--- src/rtl/core/ohsp_pkg.sv ---
`default_nettype none
package ohsp_pkg;

    localparam int unsigned PrefixLen = 3;

    typedef enum logic [1:0] {
        PH_ID     = 2'd0,
        PH_LEN_HI = 2'd1,
        PH_LEN_LO = 2'd2,
        PH_VALUE  = 2'd3
    } phase_t;

    typedef enum logic [1:0] {
        ST_VALUE     = 2'd0,
        ST_SHORT_LEN = 2'd1,
        ST_TRUNC     = 2'd2
    } status_t;

    // id type codes from the top two bits
    typedef enum logic [1:0] {
        HT_UNICODE = 2'd0,
        HT_BYTES   = 2'd1,
        HT_BYTE1   = 2'd2,
        HT_BYTE4   = 2'd3
    } hdr_type_t;

    typedef struct packed {
        phase_t      phase;
        logic [7:0]  current_id;
        logic [7:0]  length_high;
        logic [15:0] bytes_left;
        logic [15:0] byte_offset;
    } parse_state_t;

    typedef struct packed {
        logic [7:0]  header_id;
        logic [7:0]  value_byte;
        logic [15:0] value_offset;
        logic        header_done;
        status_t     status;
    } result_t;

endpackage
`default_nettype wire

--- src/rtl/core/ohsp_if.sv ---
`default_nettype none
interface ohsp_byte_if;
    logic       valid;
    logic       ready;
    logic [7:0] data_byte;
    logic       frame_last;

    modport source (output valid, data_byte, frame_last, input ready);
    modport sink (input valid, data_byte, frame_last, output ready);
endinterface

interface ohsp_result_if;
    logic        valid;
    logic        ready;
    logic [7:0]  header_id;
    logic [7:0]  value_byte;
    logic [15:0] value_offset;
    logic        header_done;
    logic [1:0]  status;

    modport source (output valid, header_id, value_byte, value_offset, header_done, status,
                    input ready);
    modport sink (input valid, header_id, value_byte, value_offset, header_done, status,
                  output ready);
endinterface
`default_nettype wire

--- src/rtl/core/obex_header_stream_parser_top.sv ---
// bytes are held in the input register, their results in the result register
// throughput: one byte per cycle; the input register and the result register
// both advance whenever the result register is empty or being taken
// reset (rst_n low, asynchronous): both stages empty, parser expects a header id,
// id, length and counters cleared to zero
`default_nettype none
module obex_header_stream_parser_top (
    input  wire logic     clk,
    input  wire logic     rst_n,
    ohsp_byte_if.sink     byte_stream,
    ohsp_result_if.source result
);

    logic                   s1_valid_reg;
    logic [7:0]             s1_byte_reg;
    logic                   s1_last_reg;
    ohsp_pkg::parse_state_t state_reg;
    ohsp_pkg::parse_state_t state_next;
    logic                   out_valid_reg;
    ohsp_pkg::result_t      out_reg;
    logic                   step_valid;
    ohsp_pkg::result_t      step_result;
    logic                   out_free;
    logic                   s1_advance;

    assign out_free          = !out_valid_reg || result.ready;
    assign s1_advance        = s1_valid_reg && out_free;
    assign byte_stream.ready = !s1_valid_reg || out_free;

    ohsp_step u_step (
        .state        (state_reg),
        .data_byte    (s1_byte_reg),
        .frame_last   (s1_last_reg),
        .state_next   (state_next),
        .result_valid (step_valid),
        .result       (step_result)
    );

    always_ff @(posedge clk or negedge rst_n)
    begin
        if (!rst_n)
        begin
            s1_valid_reg          <= 1'b0;
            out_valid_reg         <= 1'b0;
            state_reg.phase       <= ohsp_pkg::PH_ID;
            state_reg.current_id  <= 8'd0;
            state_reg.length_high <= 8'd0;
            state_reg.bytes_left  <= 16'd0;
            state_reg.byte_offset <= 16'd0;
        end
        else
        begin
            if (byte_stream.ready)
            begin
                s1_valid_reg <= byte_stream.valid;
            end
            if (s1_advance)
            begin
                state_reg     <= state_next;
                out_valid_reg <= step_valid;
            end
            else if (result.ready)
            begin
                out_valid_reg <= 1'b0;
            end
        end
    end

    // payload registers
    always_ff @(posedge clk)
    begin
        if (byte_stream.valid && byte_stream.ready)
        begin
            s1_byte_reg <= byte_stream.data_byte;
            s1_last_reg <= byte_stream.frame_last;
        end
        if (s1_advance)
        begin
            out_reg <= step_result;
        end
    end

    assign result.valid        = out_valid_reg;
    assign result.header_id    = out_reg.header_id;
    assign result.value_byte   = out_reg.value_byte;
    assign result.value_offset = out_reg.value_offset;
    assign result.header_done  = out_reg.header_done;
    assign result.status       = out_reg.status;

    a_s1_hold: assert property (@(posedge clk) disable iff (!rst_n)
        (s1_valid_reg && !out_free) |=> (s1_valid_reg && $stable(s1_byte_reg)))
        else $error("input stage lost a byte under backpressure");

    a_last_resync: assert property (@(posedge clk) disable iff (!rst_n)
        (s1_advance && s1_last_reg) |=> (state_reg.phase == ohsp_pkg::PH_ID))
        else $error("parser not at header id after frame end");

    a_done_status: assert property (@(posedge clk) disable iff (!rst_n)
        (out_valid_reg && out_reg.header_done) |-> (out_reg.status == ohsp_pkg::ST_VALUE))
        else $error("header end marked on a flag transaction");

    a_short_len_zero: assert property (@(posedge clk) disable iff (!rst_n)
        (out_valid_reg && out_reg.status == ohsp_pkg::ST_SHORT_LEN)
            |-> (out_reg.value_byte == 8'd0 && out_reg.value_offset == 16'd0))
        else $error("short length flag carries value data");

endmodule
`default_nettype wire

--- src/rtl/core/ohsp_step.sv ---
`default_nettype none
module ohsp_step (
    input  ohsp_pkg::parse_state_t state,
    input  logic [7:0]             data_byte,
    input  logic                   frame_last,
    output ohsp_pkg::parse_state_t state_next,
    output logic                   result_valid,
    output ohsp_pkg::result_t      result
);

    logic [15:0] len;
    logic        done;

    assign len  = {state.length_high, data_byte};
    assign done = (state.bytes_left <= 16'd1);

    always_comb
    begin
        state_next          = state;
        result_valid        = 1'b0;
        result.header_id    = state.current_id;
        result.value_byte   = 8'd0;
        result.value_offset = 16'd0;
        result.header_done  = 1'b0;
        result.status       = ohsp_pkg::ST_TRUNC;

        case (state.phase)
            ohsp_pkg::PH_ID:
            begin
                state_next.current_id  = data_byte;
                state_next.byte_offset = 16'd0;
                result.header_id       = data_byte;
                case (ohsp_pkg::hdr_type_t'(data_byte[7:6]))
                    ohsp_pkg::HT_BYTE1:
                    begin
                        state_next.bytes_left = 16'd1;
                        state_next.phase      = ohsp_pkg::PH_VALUE;
                    end
                    ohsp_pkg::HT_BYTE4:
                    begin
                        state_next.bytes_left = 16'd4;
                        state_next.phase      = ohsp_pkg::PH_VALUE;
                    end
                    default:
                    begin
                        state_next.phase = ohsp_pkg::PH_LEN_HI;
                    end
                endcase
                result_valid = frame_last;
            end
            ohsp_pkg::PH_LEN_HI:
            begin
                state_next.length_high = data_byte;
                state_next.phase       = ohsp_pkg::PH_LEN_LO;
                result_valid           = frame_last;
            end
            ohsp_pkg::PH_LEN_LO:
            begin
                if (len < 16'(ohsp_pkg::PrefixLen))
                begin
                    result_valid     = 1'b1;
                    result.status    = ohsp_pkg::ST_SHORT_LEN;
                    state_next.phase = ohsp_pkg::PH_ID;
                end
                else if (len == 16'(ohsp_pkg::PrefixLen))
                begin
                    state_next.phase = ohsp_pkg::PH_ID;
                end
                else
                begin
                    state_next.bytes_left  = len - 16'(ohsp_pkg::PrefixLen);
                    state_next.byte_offset = 16'd0;
                    state_next.phase       = ohsp_pkg::PH_VALUE;
                    result_valid           = frame_last;
                end
            end
            default:
            begin
                result_valid        = 1'b1;
                result.value_byte   = data_byte;
                result.value_offset = state.byte_offset;
                if (done)
                begin
                    result.header_done    = 1'b1;
                    result.status         = ohsp_pkg::ST_VALUE;
                    state_next.phase      = ohsp_pkg::PH_ID;
                    state_next.bytes_left = 16'd0;
                end
                else
                begin
                    result.status         = frame_last ? ohsp_pkg::ST_TRUNC
                                                       : ohsp_pkg::ST_VALUE;
                    state_next.bytes_left = state.bytes_left - 16'd1;
                end
                state_next.byte_offset = state.byte_offset + 16'd1;
            end
        endcase

        // end of frame always resynchronizes on a header id
        if (frame_last)
        begin
            state_next.phase = ohsp_pkg::PH_ID;
        end
    end

endmodule
`default_nettype wire

--- src/flat_wrapper.sv ---
// flat-port wrapper written by rule: the top's interface ports become plain ports
module obex_header_stream_parser_top_flat 
  (clk, rst_n, byte_stream_valid, byte_stream_data_byte, byte_stream_frame_last, byte_stream_ready, result_valid, result_header_id, result_value_byte, result_value_offset, result_header_done, result_status, result_ready);
  ohsp_byte_if byte_stream_i ();
  ohsp_result_if result_i ();
  input  wire logic clk;
  input  wire logic rst_n;
  input wire logic [$bits(byte_stream_i.valid)-1:0] byte_stream_valid;
  input wire logic [$bits(byte_stream_i.data_byte)-1:0] byte_stream_data_byte;
  input wire logic [$bits(byte_stream_i.frame_last)-1:0] byte_stream_frame_last;
  output wire logic [$bits(byte_stream_i.ready)-1:0] byte_stream_ready;
  output wire logic [$bits(result_i.valid)-1:0] result_valid;
  output wire logic [$bits(result_i.header_id)-1:0] result_header_id;
  output wire logic [$bits(result_i.value_byte)-1:0] result_value_byte;
  output wire logic [$bits(result_i.value_offset)-1:0] result_value_offset;
  output wire logic [$bits(result_i.header_done)-1:0] result_header_done;
  output wire logic [$bits(result_i.status)-1:0] result_status;
  input wire logic [$bits(result_i.ready)-1:0] result_ready;
  assign byte_stream_i.valid = byte_stream_valid;
  assign byte_stream_i.data_byte = byte_stream_data_byte;
  assign byte_stream_i.frame_last = byte_stream_frame_last;
  assign byte_stream_ready = byte_stream_i.ready;
  assign result_valid = result_i.valid;
  assign result_header_id = result_i.header_id;
  assign result_value_byte = result_i.value_byte;
  assign result_value_offset = result_i.value_offset;
  assign result_header_done = result_i.header_done;
  assign result_status = result_i.status;
  assign result_i.ready = result_ready;
  obex_header_stream_parser_top u_core (.clk(clk), .rst_n(rst_n), .byte_stream(byte_stream_i), .result(result_i));
endmodule
--- config.mk ---
export PLATFORM = sky130hd
export DESIGN_NAME = obex_header_stream_parser_top_flat
export DESIGN_NICKNAME = d
export VERILOG_FILES = /design/src/rtl/core/ohsp_pkg.sv /design/src/rtl/core/ohsp_if.sv /design/src/rtl/core/obex_header_stream_parser_top.sv /design/src/rtl/core/ohsp_step.sv /design/src/flat_wrapper.sv
export SDC_FILE = /design/constraint.sdc
export NUM_CORES = 1
export LEC_CHECK = 0
export ABC_AREA = 0
export BUFFER_PORTS_ARGS = -buffer_cell sky130_fd_sc_hd__clkbuf_2
export CORE_ASPECT_RATIO = 1.75
export CORE_UTILIZATION = 55
export DETAILED_ROUTE_END_ITERATION = 16
export MAX_ROUTING_LAYER = met4
export PLACE_DENSITY = 0.79
export SLEW_MARGIN = 20
export SYNTH_ARGS = -nofsm -noshare
export SYNTH_HDL_FRONTEND = slang
export SYNTH_SLANG_ARGS = --single-unit
--- constraint.sdc ---
create_clock -name clk -period 3.1 [get_ports clk]
set_input_delay 0.155 -clock clk [delete_from_list [all_inputs] [get_ports clk]]
set_output_delay 0.155 -clock clk [all_outputs]
set_load 0.01 [all_outputs]
==> out/summary.txt <==
Fmax achieved -> 0.439 GHz
Post-synth EDFFs -> 44
Status -> finished clean
Design Area, Final -> 5580 µm²
Commonest cells post-synth -> 53 x nand2_1, 52 x dfrtp_1, 44 x edfxtp_1
Cells after Synth -> 450
H-tree levels -> 3
Pins Over Slew Limit -> 0
Post-layout util -> 64.8%
Total chip power -> 4.96 mW
Netlist cell types -> 60
Syn Nets -> 467
Tmin final -> 2.28 ns
Largest register FFs -> 50
GRT overflow -> 0
CTS Buf Count -> 9
Setup WS pre-CTS -> 0.564 ns
DR vias -> 3,749
Initial Utilization -> 56.3%
Post-Route WL -> 11.5 mm
Cell Rows -> 45
DRC -> 0
Vias in the first global route -> 3,717
Ys Warns -> 0
Worst slew pin tran -> 0.848 ns
Post-CTS sizing -> 0
N_diodes -> 0
Router iterations before antenna repair -> 4
PwrDens -> 889 nW/µm²
Hpwl dp -> 8.19 mm
Max cap viols -> 0
Peak supply drop -> 550 µV
Crit Path Max Fanout -> 7
Worst Hold Slack -> 0.0182 ns
Synth top area share -> 27.2%
Avg Inst Size Synth -> 10.8 µm²
Top-count cell post-synth -> nand2_1
CTS clk-pin slew, worst paths -> 0.07 ns
Pleak -> 2.33 nW
Antenna-violating nets left -> 0
CTS Sinks -> 96
Area delta synth->final -> 15.0%
Fraction of layout instances using a drive strength above 1 -> 20.1%
Fin crit share -> 73.5%
Non-filler instance count after layout -> 625
Die Height -> 126 µm
Input/output buffers -> 49
Synthesis-stage register bit count -> 96
Post-Syn Area -> 4850 µm²
Worst setup path category -> register to register
Routed len/inst -> 18.4 µm
Synth area leader -> edfxtp_1
Register area share after synthesis -> 54.1%
Final Hold Viols -> 0
Nets@finish -> 520
Root Buffer -> clkbuf_16
Synth Flop Type -> dfrtp_1
Die width -> 73.0 µm
Critical Path AT -> 2.51 ns
Critical path capture point type -> register
Die area -> 9210 µm²
Synth top area cells -> edfxtp_1 27%, dfrtp_1 27%, nand2_1 4.1%
Clock skew -> 0.00927 ns
Largest net degree at the start of global routing -> 40
Max clock buf depth -> 2
Post-DP Area -> 5170 µm²
Setup violators final -> 0
TNS Setup -> 0 ns
GRT Util Overall -> 27.6%
Placed Cells -> 599
Relative slew slack -> 42.9%
Critical Path Source Type -> register
I/O pins -> 50
CTS tree -> done
HP Class -> input pin to register
Ys async rst share -> 54.2%
Initial antenna violation count -> 0
Routability Congestion -> 0.908
Clock Latency Late Sink -> 0.35 ns
Core area -> 8610 µm²
Via/cell ratio -> 6.00
Iteration-0 DRC Markers -> 318
Fin worst setup slack -> 0.821 ns
Unrepaired setup endpoints after global routing -> no
First-pass GRT wire length -> 18.5 mm
Required @ worst endpoint -> 3.33 ns
repair_timing:
item / CTS / global route
setup endpoints to repair: 0 / 0
endpoints found under the hold margin: 30 / 0
hold buffers: 10 / 0
buffers inserted: 0 / 0
final cells by class:
type | instances | area [µm²]
Sequential cell | 96 | 2620
Tap cell | 117 | 146
Multi-Input combinational cell | 318 | 2060
Clock inverter | 6 | 73.8
Fill cell | 673 | 3040
Timing Repair Buffer | 68 | 413
Inverter | 10 | 37.5
Clock buffer | 10 | 229
worst paths after layout:
check | startpoint | endpoint | slack [ns] | depth (start not counted)
hold reg to reg | u_core.state_reg[45] | u_core.state_reg[45] | 0.48 | 2
max in group asynchronous | rst_n | u_core.state_reg[44] | 1.91 | 3
hold / removal | byte_stream_valid | u_core.s1_valid_reg | 0.02 | 2
min in group asynchronous | rst_n | u_core.state_reg[21] | 0.35 | 2
setup reg to reg | u_core.s1_byte_reg[0] | u_core.state_reg[22] | 0.82 | 6
setup / recovery | u_core.s1_byte_reg[0] | u_core.state_reg[22] | 0.82 | 6
kinds of logic (layout without fill, tap and decap cells):
group	count (synthesis)	in the layout	synth area share, %
fa+ha+maj	4	4	1.03
flops	96	96	54.1
mux	20	20	4.54
simple gates	182	182	20.0
buf+inv	36	94	3.71
compound gates	100	100	14.5
xor+xnor	12	12	2.17
worst max-delay path, cell delays in order (launching register included):
cell and delay, ns:
edfxtp_1 0.57, ha_1 0.35, nor4_2 0.46, nor2b_1 0.24, xnor2_1 0.21, o21ai_0 0.14, a22o_1 0.19
layout by cell type, fill, tap and decap left out, drive strengths merged, types with 10 or more instances in the layout:
cell and n:
nand2 54, nand3 18, a22o 12, dfrtp 52, a21oi 14, nor3 15, nor2 28, o21ai 34
mux2 16, dlygate4sd3 10, clkbuf 59, inv 13, and3 27, edfxtp 44
routing by layer:
layer,share of wire (%),up-vias,GRT usage (%)
met1,37,1829,28.8
met2,56,113,47.3
met5,0,-,-
li1,-,1772,-
met4,4.4,0,17.1
met3,3.1,35,4.40
power breakdown:
| part | internal (mW) | switching [mW] | leakage, nW |
|---|---|---|---|
| Combinational | 0.706 | 1.06 | 1.07 |
| Clock | 0.637 | 0.500 | 0.142 |
| Sequential | 1.71 | 0.347 | 1.11 |
| Total | 3.05 | 1.91 | 2.33 |
(Power assumes the default switching activity.)
